==> config.mk <==
export PLATFORM = sky130hd
export DESIGN_NAME = bad_divider
export DESIGN_NICKNAME = d
export VERILOG_FILES = /design/src/rtl/bad_divider.sv
export SDC_FILE = /design/constraint.sdc
export NUM_CORES = 1
export LEC_CHECK = 0
export ABC_AREA = 1
export BUFFER_PORTS_ARGS = -buffer_cell sky130_fd_sc_hd__buf_2
export CORE_MARGIN = 2
export CORE_UTILIZATION = 35
export CTS_BUF_LIST = sky130_fd_sc_hd__clkbuf_8 sky130_fd_sc_hd__clkbuf_16
export DETAILED_ROUTE_END_ITERATION = 7
export PLACE_DENSITY = 0.61
export SYNTH_ARGS = -nofsm -noshare
export SYNTH_HDL_FRONTEND = slang
export SYNTH_SLANG_ARGS = --single-unit
==> constraint.sdc <==
create_clock -name clk -period 3.15 [get_ports clk]
set_input_delay 0.315 -clock clk [delete_from_list [all_inputs] [get_ports clk]]
set_output_delay 0.315 -clock clk [all_outputs]
set_load 0.01 [all_outputs]
==> src/rtl/bad_divider.sv <==
`timescale 1ns / 1ps
// ----------------------------------------------------------------------------
// bad_divider
// restoring divider, one quotient bit per cycle
// ----------------------------------------------------------------------------
module bad_divider #(
  parameter int NW = 13,
  parameter int DW = 4
) (
  input  logic          clk,
  input  logic          rst,
  input  logic          start,
  input  logic [NW-1:0] dividend,
  input  logic [DW-1:0] divisor,
  output logic          done,
  output logic [NW-1:0] quotient,
  output logic [DW-1:0] remainder
);
  localparam int CNTW = (NW > 1) ? $clog2(NW) : 1;

  logic            busy;
  logic [CNTW-1:0] cnt;
  logic [DW-1:0]   part;
  logic [NW-1:0]   quo;
  logic [DW:0]     trial;
  logic            ge;
  logic [DW-1:0]   part_next;

  always_comb begin
    trial     = {part, quo[NW-1]};
    ge        = trial >= {1'b0, divisor};
    part_next = ge ? DW'(trial - {1'b0, divisor}) : DW'(trial);
  end

  always_ff @(posedge clk) begin
    if (rst) begin
      busy <= 1'b0;
      done <= 1'b0;
      cnt  <= '0;
    end else begin
      done <= 1'b0;
      if (start) begin
        busy <= 1'b1;
        cnt  <= '0;
        part <= '0;
        quo  <= dividend;
      end else if (busy) begin
        part <= part_next;
        quo  <= {quo[NW-2:0], ge};
        cnt  <= cnt + CNTW'(1);
        if (cnt == CNTW'(NW - 1)) begin
          busy <= 1'b0;
          done <= 1'b1;
        end
      end
    end
  end

  assign quotient  = quo;
  assign remainder = part;
endmodule

; ---- After elaboration in Yosys (flattened, before gate mapping)
; Cells that the tools add are included.
; Widths: inputs -> output; s select.
[word_totals]
ff_bits = 23
word_cells = 23
[classes]
n_lt_le_gt_ge = 1
addsub = 2
bitwise = 2
eq_ne = 1
n_reduce_logical = 4
n_mux = 8
[ops]
columns = cell, n
row1 = $mux 13, 2
row2 = $mux 4, 2
row3 = $ge 5x4->1, 1
row4 = $add 4x1->4 const B, 1
row5 = $eq 4x4->1 const B, 1
row6 = $mux 1, 4
row7 = $sub 4x4->4, 1
row8 = $reduce_or 3->1, 1
row9 = $not 1->1, 2
row10 = $reduce_and 2->1, 1
row11 = $reduce_bool 2->1, 1
row12 = $reduce_or 2->1, 1

; ---- Depth between registers and ports, before layout
[depth]
word_depth = 4
ltp_mapped = 10
ltp_nobuf = 10

; ---- Least setup slack after synthesis
; No wires, ideal clock.
[synth_timing]
kind = input -> register
start = input start
end = register quo[0] (netlist: quotient[0]), enable pin
path_buffers = 1
path_slack_ps = 1285
t_arrival_ps = 1467
setup_time_ps = 398
path_stages = 3
t_required_ps = 2752
cell_sequence = buf_2 inv_4 a21oi_1
[synth_between]
elab_chain_cells = 2
[synth_rtl]
columns = item, line
row1 = "start, declared", 12  ; input logic start,
row2 = $reduce_bool 2->1 (no source line), --
row3 = $reduce_and 2->1 (no source line), --
row4 = "end signal, assigned", 46  ; quo <= dividend;
row5 = "end signal, assigned", 49  ; quo <= {quo[NW-2:0], ge};
row6 = "end, declared", 24  ; logic [NW-1:0] quo;
; No other way between the ends.
; A chain may end at the register's enable or synchronous reset.

; ---- Worst setup path after layout
[layout_timing]
start = register quo[12] (netlist: quotient[12])
end = register part[1] (netlist: remainder[1]), data pin
[layout_between]
elab_chain_cells = 3
word_cells_on_any_way = 4
cone_classes = 1 x add/sub / 1 x order compare / 2 x mux
[layout_rtl]
columns = item, line
row1 = $sub 4x4->4 or $ge 5x4->1 (tied branches), "32, 31"
row2 = $mux 4 *, 32  ; part_next = ge ? DW'(trial - {1'b0, divisor}) : DW'(trial);
row3 = $mux 4 *, 47  ; end else if (busy) begin
row4 = "end signal, assigned", 48  ; part <= part_next;
row5 = "end, declared", 23  ; logic [DW-1:0] part;
; Every way passes the cells marked *; elsewhere a longest branch is shown, timed or not. The select of a mux whose other input is x is not followed.

==> results.toml <==
[power]
power_frac_seq_pct = 54.8
combPwrFrac_pct = 18.7
clkPwrFrac_pct = 26.5
power_leakage_nw = 0.693
p_int_mw = 0.489
swShare_pct = 26.4
powerDensity_nw_per_um2 = 449
ir_drop_uv = 305
power_switching_mw = 0.176

[logic_synthesis]
yosysSeqAreaShare_pct = 52.4
ys_ff_latch = 23
yosysWarnings = 0
synthesis.area_um2 = 1200
netlist_instances = 126
ys_types = 26
synth_area_leader_cell = "edfxtp_1"
yosysMostFrequentCell = "nand2_1"
yosys_most_used_dff = "edfxtp_1"
synth_commonest_cells = "nand2_1, edfxtp_1, nand3_1, nor2_1, inv_1"
netlist.area_leader.share_pct = 42.4
yosys-top-cells-area = "edfxtp_1, nand2_1, dfxtp_1, ha_1, nand3_1"
synth-edff-count = 17
avgSynthCellArea_um2 = 9.55
synthesis.nets = 153
synth-async-reset-ratio_pct = 0

[placed_design]
gp_congestion = 0.791
dp_hpwl_mm = 1.83
place_area_um2 = 1440
port_buffers = 37

[global_routing]
grt_overflow = 0
antenna_found_initial = 0
grt_max_degree = 19
gr-usage-all-layers_pct = 12.6
grt_pass1_wl_mm = 4.00
grt_pass1_vias = 891

[min_path]
worstHoldPathCells = 3
hold-path-endpoint = "quotient[10]$_DFFE_PP_"
hold_class = "input port to flip-flop"
min_from = "dividend[10]"

[cells_and_area]
nFillCells = 356
areaGrowthSynthToFinish_pct = 23.1
drive_above_1_share_pct = 33.5
fin_nets = 192
finish.instance_area_um2 = 1480
num_antenna_cells = 0

[routing]
ant_nets = 0
wl_mm = 2.25
vias = 943
routed_via_density = 4.49
drtPass1Iterations = 4
wl_per_cell_um = 10.7
drt_iter0_markers = 47
drc = 0

[setup_path]
crit_start = "quotient[12]$_DFFE_PP_"
timing.rr.end = "remainder[1]$_SDFFCE_PP0P_"
crit_chain = "clkinv_8 -> ha_1 -> fa_1 -> a21boi_1 -> nor2_1"
slowest_stage = "edfxtp_1"
reg2reg_slack_ns = 1.45
crit_fanout = 2
reg2reg_depth = 5
cp.arrival_ns = 1.72
start_kind = "flip-flop"
crit_type = "flip-flop to flip-flop"
worst_path_largest_cell_delay_ns = 0.48
crit_required_ns = 3.17
critical_path.endpoint_type = "flip-flop"
r2r-start = "quotient[12]$_DFFE_PP_"

[clock_network]
cts_buffers = 3
cts_resized = 0
cts_setup_buffers = 0
cts_tree = "done"
cts_sinks = 23
htreeDepth = 1
cts_root_buf = "clkbuf_8"
insertion_delay_ns = 0.26
clkTransAtPathRegs_ns = 0.08
clockBufferDepth = 2
holdBufCountCts = 0

[timing]
hold_viol = 0
rsz0062_at_grt = "no"
worst_pin_slew_ns = 0.914
tns_ns = 0
min_period_ns = 1.70
setup_viol = 0
slew_headroom_pct = 39.1
timing.final.crit_share_pct = 54.1
finalClockSkew_ns = 0.00347
clock.fmax_mhz = 587
slew_viol_final = 0

[floorplanning]
core_area_um2 = 3310
placementRows = 21
dieHeight_um = 62.6
die-area_um2 = 3920
initial_core_util_pct = 36.4
die_x_um = 62.6
io_pins = 38

[status]
status = "completed"

[flow_run]
maxCapViolations = 0
layer usage:
layer | global-route usage (%) | vias up | routed length (um)
met1 | 16.6 | 425 | 1090
met4 | 2.50 | 0 | 6
met3 | 3.42 | 2 | 100
met2 | 20.8 | 23 | 1050
li1 | - | 493 | -
met5 | 0 | - | 0
per-stage QoR:
| step | utilization, % | std cells | setup slack (ns) | hold slack (ns) | total power, mW |
|---|---|---|---|---|---|
| after floorplan | - | 126 | 1.29 | 0.484 | 0.454 |
| after global placement | 43.3 | 206 | 1.30 | 0.515 | 0.496 |
| after detailed placement | 43.3 | 206 | 1.28 | 0.528 | 0.498 |
| after CTS | 44.7 | 210 | 1.43 | 0.317 | 0.673 |
| after global routing | 44.7 | 210 | 1.35 | 0.321 | 0.707 |
| final | 44.7 | 210 | 1.45 | 0.319 | 0.665 |
registers in the layout (all words and copies together), names as in the netlist:
signal / flops
quotient: 13
cnt: 4
remainder: 4
busy: 1
done: 1
how the worst max path moves through the flow:
| stage | cells past startpoint | endpoint | slack (ns) |
|---|---|---|---|
| finish | 5 | remainder[1]$_SDFFCE_PP0P_ | 1.45 |
| detailed placement | 3 | quotient[2]$_DFFE_PP_ | 1.28 |
| CTS | 5 | remainder[1]$_SDFFCE_PP0P_ | 1.43 |
| global placement | 3 | quotient[2]$_DFFE_PP_ | 1.30 |
| global route | 8 | remainder[2]$_SDFFCE_PP0P_ | 1.35 |
| floorplan | 3 | quotient[0]$_DFFE_PP_ | 1.29 |
placed cells by master (no fill, tap or decap), types with 3 or more instances in the layout:
master,n
nand2_1,44
inv_1,7
dfxtp_1,6
clkbuf_8,3
ha_1,6
edfxtp_1,17
nand3_1,8
buf_2,37
nor2_1,8
worst max-delay path, delay by kind of cell, from the launching register on:
kind,cells,cell delay (ns)
adders and majority gates,2,0.68
and+or+nand+nor,1,0.07
AOI/OAI and AO/OA,1,0.17
DFF,1,0.48
buffers and inverters,1,0.06
power groups by stage:
| stage | sequential, mW | combinational, mW | clock (mW) |
|---|---|---|---|
| final | 0.365 | 0.124 | 0.176 |
| after global routing | 0.368 | 0.144 | 0.195 |
| after CTS | 0.365 | 0.127 | 0.181 |
| after detailed placement | 0.372 | 0.126 | 0 |
| after global placement | 0.371 | 0.125 | 0 |
| after floorplan | 0.377 | 0.0771 | 0 |
final cells by class:
class	instances	area [um^2]	area share, %
Tap cell	46	57.6	3.89
Multi-Input combinational cell	87	485	32.8
Inverter	13	76.3	5.15
Timing Repair Buffer	37	185	12.5
Clock buffer	3	41.3	2.79
Clock inverter	1	5.00	0.338
Sequential cell	23	631	42.6
cell families (layout without fill, tap and decap cells):
group	Yosys count	in the layout	synth area share [%]
adder cells (fa/ha/maj)	7	7	7.90
AO/OA/AOI/OAI	11	11	6.65
flip-flops	23	23	52.4
XOR/XNOR	1	1	0.728
AND/OR/NAND/NOR	68	68	24.7
buffers and inverters	16	54	7.59
No activity file was read; power rests on OpenSTA's default activity.
