$ cat config.mk
export PLATFORM = sky130hd
export DESIGN_NAME = bad_mean
export DESIGN_NICKNAME = d
export VERILOG_FILES = /design/src/rtl/bad_pkg.sv /design/src/rtl/bad_mean.sv
export SDC_FILE = /design/constraint.sdc
export NUM_CORES = 1
export LEC_CHECK = 0
export BUFFER_PORTS_ARGS = -buffer_cell sky130_fd_sc_hd__buf_2
export CORE_MARGIN = 2
export CORE_UTILIZATION = 48
export CTS_BUF_LIST = sky130_fd_sc_hd__clkbuf_8
export CTS_CLUSTER_DIAMETER = 120
export DETAILED_ROUTE_END_ITERATION = 10
export SLEW_MARGIN = 10
export SYNTH_ARGS = -nofsm -noshare
export SYNTH_HDL_FRONTEND = slang
export SYNTH_SLANG_ARGS = --single-unit
export TNS_END_PERCENT = 30
$ cat constraint.sdc
create_clock -name clk -period 15.7 [get_ports clk]
set_clock_uncertainty 0.2 [all_clocks]
set_input_delay 3.925 -clock clk [delete_from_list [all_inputs] [get_ports clk]]
set_output_delay 3.925 -clock clk [all_outputs]
set_load 0.03 [all_outputs]
$ cat src/rtl/bad_pkg.sv
`timescale 1ns / 1ps
// ----------------------------------------------------------------------------
// bad_pkg
// shared constants and types of the block average downsampler
// ----------------------------------------------------------------------------
package bad_pkg;

  // configuration register widths and the write port
  localparam int DECIM_W     = 4;
  localparam int WIDTH_W     = 13;
  localparam int HEIGHT_W    = 13;
  localparam int CFG_DATA_W  = 13;
  localparam int CFG_INDEX_W = 2;

  // register indexes
  localparam logic [CFG_INDEX_W-1:0] REG_DECIM  = 2'd0;
  localparam logic [CFG_INDEX_W-1:0] REG_WIDTH  = 2'd1;
  localparam logic [CFG_INDEX_W-1:0] REG_HEIGHT = 2'd2;

  // register reset values
  localparam logic [DECIM_W-1:0]  RESET_DECIM  = 4'd2;
  localparam logic [WIDTH_W-1:0]  RESET_WIDTH  = 13'd4096;
  localparam logic [HEIGHT_W-1:0] RESET_HEIGHT = 13'd4096;

  // fixed frame height bound and output position widths
  localparam int MAX_HEIGHT = 4096;
  localparam int OUT_COL_W  = 12;
  localparam int OUT_ROW_W  = 12;

  // parameter defaults
  localparam int DEFAULT_MAX_WIDTH   = 4096;
  localparam int DEFAULT_MAX_DECIM   = 8;
  localparam int DEFAULT_SAMPLE_BITS = 16;

  // flags of one column sum update
  typedef struct packed {
    logic first_row;   // first row of a block row, memory entry is not added
    logic block_done;  // last row of the block, result goes out
    logic frame_last;  // last block of the frame
  } op_flags_t;

endpackage

$ cat src/rtl/bad_mean.sv
`timescale 1ns / 1ps
// ----------------------------------------------------------------------------
// bad_mean
// block sum divided by D*D through a reciprocal multiply, with output register
// ----------------------------------------------------------------------------
module bad_mean #(
  parameter int MAX_DECIM   = 8,
  parameter int SAMPLE_BITS = 16,
  parameter int SUMW        = 22,
  parameter int DW          = 4,
  parameter int AW          = 12,
  parameter int RW          = 12
) (
  input  logic                          clk,
  input  logic                          rst,
  input  logic                          en,
  input  logic [DW-1:0]                 d,
  input  logic                          in_valid,
  input  logic                          in_neg,
  input  logic [SUMW-1:0]               in_mag,
  input  logic [AW-1:0]                 in_col,
  input  logic [RW-1:0]                 in_row,
  input  logic                          in_last,
  output logic                          out_valid,
  output logic signed [SAMPLE_BITS-1:0] avg,
  output logic [bad_pkg::OUT_COL_W-1:0] col,
  output logic [bad_pkg::OUT_ROW_W-1:0] row,
  output logic                          last
);
  localparam int L   = 2 * $clog2(MAX_DECIM);
  localparam int K   = SUMW + L;
  localparam int RTW = K + 1;
  localparam int PW  = SUMW + RTW;

  logic [RTW-1:0] recip_tab [0:MAX_DECIM];

  // ceil(2^K / (g*g)), exact for magnitudes below 2^SUMW
  for (genvar g = 0; g <= MAX_DECIM; g++) begin : g_recip
    localparam longint unsigned DD    = (g == 0) ? 1 : g * g;
    localparam longint unsigned RECIP = ((64'd1 << K) + DD - 1) / DD;
    assign recip_tab[g] = RTW'(RECIP);
  end

  logic                   s3_valid;
  logic                   s3_neg;
  logic [PW-1:0]          s3_prod;
  logic [AW-1:0]          s3_col;
  logic [RW-1:0]          s3_row;
  logic                   s3_last;
  logic [SAMPLE_BITS-1:0] quo;

  assign quo = SAMPLE_BITS'(s3_prod >> K);

  always_ff @(posedge clk) begin
    if (rst) begin
      s3_valid  <= 1'b0;
      out_valid <= 1'b0;
    end else if (en) begin
      s3_valid  <= in_valid;
      out_valid <= s3_valid;
    end
  end

  always_ff @(posedge clk) begin
    if (en) begin
      s3_neg  <= in_neg;
      s3_prod <= PW'(in_mag) * PW'(recip_tab[d]);
      s3_col  <= in_col;
      s3_row  <= in_row;
      s3_last <= in_last;
      avg     <= s3_neg ? -quo : quo;
      col     <= bad_pkg::OUT_COL_W'(s3_col);
      row     <= bad_pkg::OUT_ROW_W'(s3_row);
      last    <= s3_last;
    end
  end
endmodule

=== Word level (Yosys, flattened, before mapping) ===
Memories as Yosys holds them, arrays and structs flattened.
Cells that the tools add are included.

* Register bits: 113
* Bits in latches: 0
* Bits in writable memories: 0
* Memory bits (read-only): 464
* Input bits: 56
* Word-level logic and storage cells: 19
* Memories: 1

* Add/sub/neg operators: 1
* Multipliers: 1
* Div/mod/pow operators: 0
* $lt $le $gt $ge: 1
* Equal/unequal tests: 0
* Shift operators: 0
* Muxes and demuxes: 3
* Bitwise logic cells: 1
* Reductions and logical operators: 0

{| class="wikitable"
|+ Memories
! name !! words !! width !! rd ports !! clocked after Yosys merged registers in !! wr ports !! RTL line !! RTL
|-
| (no name shown) || 16 || 29 || 1 || 0 || 0 || bad_mean.sv:67 || <nowiki>s3_prod <= PW'(in_mag) * PW'(recip_tab[d]);</nowiki>
|}

{| class="wikitable"
|+ Operators by type and width
! kind !! number
|-
| 29-bit two-way mux || 2
|-
| 22-bit by 29-bit multiplier with 44-bit output || 1
|-
| 16-bit two-way mux || 1
|-
| 16-bit negation || 1
|-
| 5-bit greater-or-equal comparator, second input constant || 1
|-
| 4-bit NOT with 5-bit output || 1
|}

=== Depth between registers and ports, before layout ===
Gate-level depths: netlist of run 1.

* Word-level depth: 5
* Gate-level depth with buffers: 32
* Depth with buffers taken out: 29

=== Worst setup path after synthesis of run 1 ===
No wires, ideal clock.

* Path type: input port to flip-flop
* Start: input port d[1]
* End: register s3_prod[38] (data pin)
* Setup time: 0.260 ns
* Arrival time: 10.945 ns
* Slack: 4.295 ns
* Stages: 32
* Buffers on the path: 3
* Cells stage by stage: clkbuf_1 > clkbuf_1 > inv_1 > ha_1 > nor2b_1 > clkbuf_1 > nand2_1 > inv_1 > nor2_1 > inv_1 > fa_1 > fa_1 > inv_1 > fa_1 > inv_1 > fa_1 > inv_1 > fa_1 > inv_1 > fa_1 > inv_1 > fa_1 > inv_1 > ha_1 > a21oi_1 > o21ai_0 > nor3_1 > a211oi_2 > o311a_4 > a221oi_4 > o21bai_2 > xor2_1

* Cells in the longest elaborated chain, start to end: 5

{| class="wikitable"
|+ RTL lines
! what !! RTL line !! RTL
|-
| from (decl) || bad_mean.sv:17 || <nowiki>input logic [DW-1:0] d,</nowiki>
|-
| 4-bit NOT with 5-bit output (implied by the code) || bad_mean.sv:67 ||
|-
| memory 16 x 29 bit || n/a ||
|-
| 29-bit two-way mux (implied by the code) (2 in a row) || bad_mean.sv:67 ||
|-
| 22-bit by 29-bit multiplier with 44-bit output || bad_mean.sv:67 ||
|-
| to (signal assigned) || bad_mean.sv:67 ||
|-
| to (decl) || bad_mean.sv:46 || <nowiki>logic [PW-1:0] s3_prod;</nowiki>
|}

Every way passes these cells. The select of a mux whose other input is x is not followed.
A chain may end at the register's enable or synchronous reset.

=== Final worst setup path of run 1 ===
* Start: input port d[1]
* End: register s3_prod[43] (data pin)

The elaborated chain is that of the path after synthesis.

==> results.tsv, run 1 <==
stage	metric	value	unit
run_status	outcome	finished clean	
timing	setup-tns-final	0	ps
timing	timing.slew.headroom	32.3	%
timing	max_freq	80.0	MHz
timing	worst_slack	3200	ps
critical_path	cp_top_family	adder cells	
power_and_ir_drop	power	1.98	mW
critical_path	r2r_cells	7	
critical_path	crit_buf_inv	3	
floorplan	start_util	48.9	%
critical_path	path_common_cell	fa_1	
clocking	cts.htree.levels	3	
floorplan	die_h	203	um
clocking	numCtsBuffers	9	
drt	dr.pass1.iters	5	
global_route	grt_max_degree	86	
layout	final_util	51.9	%
clocking	cts_sinks	85	
layout	fin_cells	2415	
global_route	overflow	0	
drt	routed_wl	54.7	mm
timing	period_needed	12500	ps
yosys	synth-main-ff-cell	edfxtp_1	
worst_hold_path	whs_path_depth	0	
clocking	cts_tree	yes	
timing	finalCritPeriodShare	79.6	%
layout	area_delta_synth_final	6.26	%
placed_design	place.gp.congestion	0.972	
flow_run	drv_cap	0	
global_route	grt_pass1_vias	14019	
layout	fillers	3642	
yosys	ys_warn_count	0	
placed_design	place_inst	2399	
timing	maxSlewViolCount	0	
yosys	async_reset_ff_share	0	%
power_and_ir_drop	irDropWorstVdd	59.0	uV
critical_path	crit_fanout	27	
power_and_ir_drop	p_leak	11.0	nW
placed_design	dp_worst_setup_slack	2850	ps
drt	first_iter_violations	830	
yosys	synth_cells	1830	
yosys	synth_seq_area_share	13.3	%
floorplan	core_area	38900	um2
layout	multi_input_area	14300	um2
clocking	cts-root-buf	clkbuf_8	
worst_hold_path	min_from	s3_row[8]	
critical_path	r2r-start	s3_prod[28]	
layout	register_area	2530	um2
timing	setup_viol	0	
yosys	synth_top_area_share	45.8	%
power_and_ir_drop	powerDensity	98.0	nW/um2
timing	worst_pin_slew	1020	ps
clocking	cts_resized	0	
drt	vias	12605	
clocking	clockBufferDepth	2	
critical_path	cp-end-kind	flip-flop	
global_route	use_met2	42.6	%
global_route	grtUsageTotal	28.1	%
layout	drive_gt1_share	7.85	%
worst_hold_path	holdPathEnd	row[8]	
critical_path	cpMaxStageDelayCell	ha_1	
clocking	path_clk_slew	90	ps
floorplan	die_area	41200	um2
timing	hold_violations	0	
yosys	synthTopCellsByArea	fa_1, edfxtp_1, ha_1	
critical_path	crit_chain	buf_2 -> ha_1 -> nor3b_2 -> buf_4 -> and2_1 -> nor2_1 -> fa_1 -> fa_1 -> fa_1 -> inv_1 -> fa_1 -> fa_1 -> fa_1 -> fa_1 -> ha_1 -> nand4_1 -> nor3_1 -> o211ai_1 -> a211oi_1 -> nor3b_1 -> o221ai_2 -> o41a_1 -> nand4_1	
clocking	cts_setup_buffers	0	
critical_path	cp-start-kind	input pin	
yosys	yosysTopAreaCell	fa_1	
drt	antenna_left	0	
clocking	worstSkewPairLatency	350	ps
yosys	synth_cell_types	62	
global_route	antenna_found_initial	3	
yosys	synth.cell_area	19000	um2
yosys	syn_avg_cell_area	10.4	um2
timing	timing.hold.ws	224	ps
worst_hold_path	min_path_type	reg2reg	
critical_path	cp.arrival	12390	ps
drt	post_drt_wl_per_cell	22.7	um
drt	vias_per_cell	5.22	
global_route	grt-busiest-layer	met2	
global_route	met1_usage	41.9	%
global_route	grt_use_met3	5.79	%
layout	antenna_cells	0	
critical_path	reg2reg_setup_slack	13230	ps
drt	route.detailed.drc	0	
clocking	cts_hold_buf	0	
yosys	ys_ff_latch	85	
placed_design	place_area	20000	um2
floorplan	rows	72	
timing	grt_setup_unrepaired	no	
critical_path	max_stage_delay	750	ps
critical_path	r2r-end	avg[13]	
critical_path	crit_type	in2reg	
critical_path	critical_path_required	15590	ps
yosys	synth_edf_count	83	
layout	stdcell_area	20200	um2
yosys	syn_nets	2516	
layout	nNetsFinal	2578	
placed_design	port_buffers	97	
floorplan	fp.dieW	203	um
global_route	grt_pass1_wl	85.0	mm
placed_design	dp_hpwl	46.6	mm
floorplan	pin_count	98	
sequential cells by signal (all words and copies together) (netlist names), 12 cells and up:
register,count
row,12
s3_prod,16
s3_col,12
s3_row,12
avg,16
col,12
cell type report:
type                            instances  area share (%)
Inverter                              530            9.85
Multi-Input combinational cell       1160            70.7
Sequential cell                        85            12.5
Clock buffer                            9           0.613
Clock inverter                          7           0.372
Timing Repair Buffer                  106            2.75
Tap cell                              518            3.21
power breakdown:
part	switching [mW]	internal [mW]	total (mW)
logic	0.873	0.594	1.47
registers	0.0261	0.336	0.362
clock network	0.0757	0.0748	0.151
synthesized netlist by cell type, types with 5 or more instances:
| library cell | instances |
|---|---|
| clkbuf_1 | 51 |
| nor3_1 | 9 |
| or2_2 | 14 |
| edfxtp_1 | 83 |
| and2_1 | 90 |
| a21o_1 | 20 |
| xor2_1 | 10 |
| nand4_1 | 10 |
| nand2b_1 | 6 |
| ha_1 | 195 |
| fa_1 | 435 |
| nor2_1 | 34 |
| nand3_1 | 7 |
| a21oi_1 | 27 |
| nand2_1 | 144 |
| o21ai_0 | 17 |
| and3_1 | 53 |
| xnor2_1 | 27 |
| inv_1 | 530 |
| nor2b_1 | 5 |
layer usage:
layer  up-vias  wire length (um)
met5         -                10
met4         2               971
met3        71              4770
met2       500             23600
met1      6434             25400
li1       5598                 -
cell usage in the layout, fill, tap and decap left out, types with 2 or more instances in the layout:
master      n
o21a_1      4
or4_1       2
nor3_1      9
dfxtp_1     2
and2_1     90
nand2_1   144
buf_2      96
nor2_1     34
o31ai_1     4
xnor3_1     2
ha_1      195
nand3_1     7
o21bai_1    3
xor2_1     10
o21ai_0    17
nor2b_1     4
clkbuf_8    9
and3_1     53
fa_1      435
inv_6       2
xnor2_1    27
nand2b_1    6
o21ai_1     3
buf_4      10
inv_1     531
mux2i_1     3
a21oi_1    27
a211oi_1    3
edfxtp_1   83
o311a_1     2
or2_2      14
nand4_1    10
a221o_1     2
and4_1      2
a21o_1     20
cell families after synthesis:
kind of cell    Yosys count  synth area share, %
simple gates            386                 10.5
mux                       3                0.158
xor+xnor                 40                 2.03
flops                    85                 13.3
compound gates          101                 3.74
fa+ha+maj               630                 58.6
buf+inv                 585                 11.6
worst max path at each step:
stage	from	endpoint	slack [ps]	depth (start not counted)
6_report	d[1]	s3_prod[43]	3200	23
5_1_grt	d[1]	s3_prod[43]	2890	30
4_1_cts	d[1]	s3_prod[43]	3240	27
3_5_place_dp	d[1]	s3_prod[43]	2850	30
3_3_place_gp	d[1]	s3_prod[43]	3030	23
2_1_floorplan	d[1]	s3_prod[38]	4290	32
Power figures use the tool's default switching activity.
==> run 2, diff against run 1 <==
--- a/config.mk
+++ b/config.mk
@@ -5,12 +5,14 @@
 export SDC_FILE = /design/constraint.sdc
 export NUM_CORES = 1
 export LEC_CHECK = 0
+export ABC_AREA = 1
 export BUFFER_PORTS_ARGS = -buffer_cell sky130_fd_sc_hd__buf_2
 export CORE_MARGIN = 2
 export CORE_UTILIZATION = 48
 export CTS_BUF_LIST = sky130_fd_sc_hd__clkbuf_8
 export CTS_CLUSTER_DIAMETER = 120
 export DETAILED_ROUTE_END_ITERATION = 10
+export PLACE_DENSITY = 0.67
 export SLEW_MARGIN = 10
 export SYNTH_ARGS = -nofsm -noshare
 export SYNTH_HDL_FRONTEND = slang
==> constraint.sdc (replaced) <==
create_clock -name clk -period 10.35 [get_ports clk]
set_clock_uncertainty 0.2 [all_clocks]
set_input_delay 2.5875 -clock clk [delete_from_list [all_inputs] [get_ports clk]]
set_output_delay 2.5875 -clock clk [all_outputs]
set_load 0.03 [all_outputs]
==> run 2 against run 1 <==
  * Final cell count up 15%
  * Register-to-register slack worse by 5100 ps
  * Synthesized area rose by 2.8%
  * Cell area grew 4.7%
  * Largest power group unchanged
==> results.tsv, run 2 <==
stage	metric	value	unit	change
run_status	outcome	finished clean		
yosys	synth-compound-area-share	3.87	%	+0.12 points
power_and_ir_drop	irDropWorstVdd	160	uV	+170%
timing	worst_pin_slew	1140	ps	+119 ps
yosys	synth_edf_count	83		unchanged
layout	fin_cells	2787		+15%
global_route	grtUsageTotal	30.8	%	+2.7 points
drt	routed_wl	61.2	mm	+12%
floorplan	start_util	48.9	%	about the same
yosys	synth.cell_area	19500	um2	+2.8%
global_route	overflow	0		unchanged
floorplan	rows	73		+1.4%
placed_design	place.gp.congestion	1.09		+12%
clocking	clockBufferDepth	2		unchanged
yosys	synth_cells	2125		+16%
placed_design	dp_hpwl	54.3	mm	+16%
critical_path	crit_fanout	22		-19%
yosys	synth_commonest_cells	inv_1, fa_1, nor2_1		
timing	setup-tns-final	0	ps	unchanged
timing	timing.hold.ws	227	ps	+2.54 ps
timing	hold_violations	0		unchanged
worst_hold_path	whs_path_depth	0		unchanged
global_route	grt_max_degree	87		+1.2%
drt	dr.pass1.iters	5		unchanged
layout	final_cell_mix	inv_1, fa_1, nor2_1		
yosys	synth_most_common_cell	inv_1		
power_and_ir_drop	power	3.88	mW	+96%
floorplan	core_area	40000	um2	+2.8%
drt	wl_met3	4.66	mm	-2.2%
yosys	yosysTopAreaCell	fa_1		
yosys	synth_top_family_by_area	adder cells		
clocking	cts_tree	yes		
timing	maxSlewViolCount	0		unchanged
timing	period_needed	9560	ps	
drt	top_layer_used	met4		
placed_design	port_buffers	97		unchanged
clocking	cts_setup_buffers	0		unchanged
clocking	cts_hold_buf	0		unchanged
clocking	cts-root-buf	clkbuf_8		
yosys	syn_nets	2811		+12%
yosys	synth_cell_types	37		-40%
drt	vias_per_cell	5.26		+0.78%
timing	worst_slack	794	ps	-2410 ps
yosys	synth_seq_area_share	13.0	%	-0.36 points
yosys	yosys.area_share.simple	12.0	%	+1.5 points
yosys	synth_xor_area_share	1.52	%	-0.50 points
critical_path	cp-end-kind	flip-flop		
yosys	async_reset_ff_share	0	%	unchanged
drt	route.detailed.drc	0		unchanged
drt	first_iter_violations	1093		+32%
yosys	synthTopCellsByArea	fa_1, edfxtp_1, ha_1		
yosys	synth_top_area_share	44.5	%	-1.3 points
floorplan	die_area	42400	um2	+2.8%
clocking	cts_resized	0		unchanged
layout	drive_gt1_share	7.87	%	+0.018 points
yosys	ys_ff_latch	85		unchanged
clocking	cts_sinks	85		unchanged
power_and_ir_drop	p_leak	11.1	nW	+1.4%
yosys	ys_warn_count	0		unchanged
timing	max_freq	105	MHz	
power_and_ir_drop	powerDensity	183	nW/um2	+87%
floorplan	pin_count	98		unchanged
clocking	numCtsBuffers	9		unchanged
global_route	grt_pass1_wl	94.6	mm	+11%
worst_hold_path	min_path_type	reg2reg		
placed_design	dp_worst_setup_slack	517	ps	-2330 ps
critical_path	critical_path_required	10340	ps	-5250 ps
drt	antenna_left	0		unchanged
layout	area_delta_synth_final	8.21	%	
layout	nNetsFinal	2942		+14%
drt	met2_length	29.0	mm	+23%
timing	grt_setup_unrepaired	no		
critical_path	crit_type	in2reg		
critical_path	cp.arrival	9540	ps	-2850 ps
global_route	grt_pass1_vias	16160		+15%
critical_path	r2r_cells	10		+3
clocking	path_clk_slew	90	ps	about the same
drt	post_drt_wl_per_cell	22.0	um	-3.1%
global_route	antenna_found_initial	1		-2
drt	met1_length	24.7	mm	-3.0%
layout	fillers	3788		+4.0%
placed_design	place_inst	2770		+15%
timing	setup_viol	0		unchanged
critical_path	cp-start-kind	input pin		
floorplan	fp.dieW	206	um	+1.4%
timing	timing.slew.headroom	24.0	%	-8.3 points
timing	finalCritPeriodShare	92.3	%	
layout	final_common_cell	inv_1		
floorplan	die_h	206	um	+1.4%
yosys	synth-main-ff-cell	edfxtp_1		
flow_run	drv_cap	0		unchanged
clocking	worstSkewPairLatency	350	ps	about the same
layout	largestRegisters	avg (16), s3_prod (16)		
drt	vias	14660		+16%
yosys	syn_avg_cell_area	9.20	um2	-11%
clocking	cts.htree.levels	3		unchanged
yosys	synthAdderAreaFrac	57.0	%	-1.6 points
yosys	synth_mux_area_share	0	%	-0.16 points
[run 2: cells by family after synthesis]
family,count (synthesis)
compound gates,135
xor+xnor,34
fa+ha+maj,630
buf+inv,657
flops,85
simple gates,584
[run 2: layer usage]
metal / vias up / track usage (%)
li1: 6507 / -
met3: 152 / 4.77
met4: 0 / 12.6
met5: - / 0
met1: 7362 / 40.8
met2: 639 / 50.9
[run 2: stage by stage]
step                      area [um2]  utilization (%)
after CTS                      21100             52.9
after global routing           21100             52.9
final                          21200             52.9
after floorplan                19500                -
after detailed placement       20900             52.4
after global placement         20900             52.4
[run 2: worst max-delay path: stages]
cell     delay (ps)
buf_2           120
ha_1            200
inv_1           120
nand2_4         110
nand3_4         300
nor2_1          370
inv_1           140
fa_1            640
inv_1            90
fa_1            530
inv_1            70
fa_1            580
fa_1            440
fa_1            500
inv_1            50
fa_1            450
fa_1            390
ha_1            410
nand4_1         270
nor3_1          220
buf_4           160
nand2_1          70
nor3_1          130
o21ai_0         220
nand3_1         180
xor2_1          180
[run 2: layout make-up]
cell class	instances	area (um2)	area share [%]
Antenna cell	1	2.50	0.0118
Clock buffer	9	124	0.586
Clock inverter	7	80.1	0.379
Inverter	635	2380	11.3
Multi-Input combinational cell	1383	14500	68.8
Sequential cell	85	2530	12.0
Tap cell	525	657	3.11
Timing Repair Buffer	142	826	3.90
[run 2: power breakdown]
part | switching, mW | internal, mW | total, mW | leakage, nW
registers | 0.0369 | 0.526 | 0.563 | 0.829
clock network | 0.121 | 0.115 | 0.236 | 0.102
logic | 1.98 | 1.10 | 3.08 | 10.2
[run 2: path summary, 6_finish.rpt]
| kind | from | slack (ps) | end |
|---|---|---|---|
| max reg2reg | s3_prod[28] | 8120 | avg[14] |
| max | d[1] | 790 | s3_prod[40] |
| min | s3_row[6] | 230 | row[6] |
| min reg2reg | s3_row[6] | 230 | row[6] |
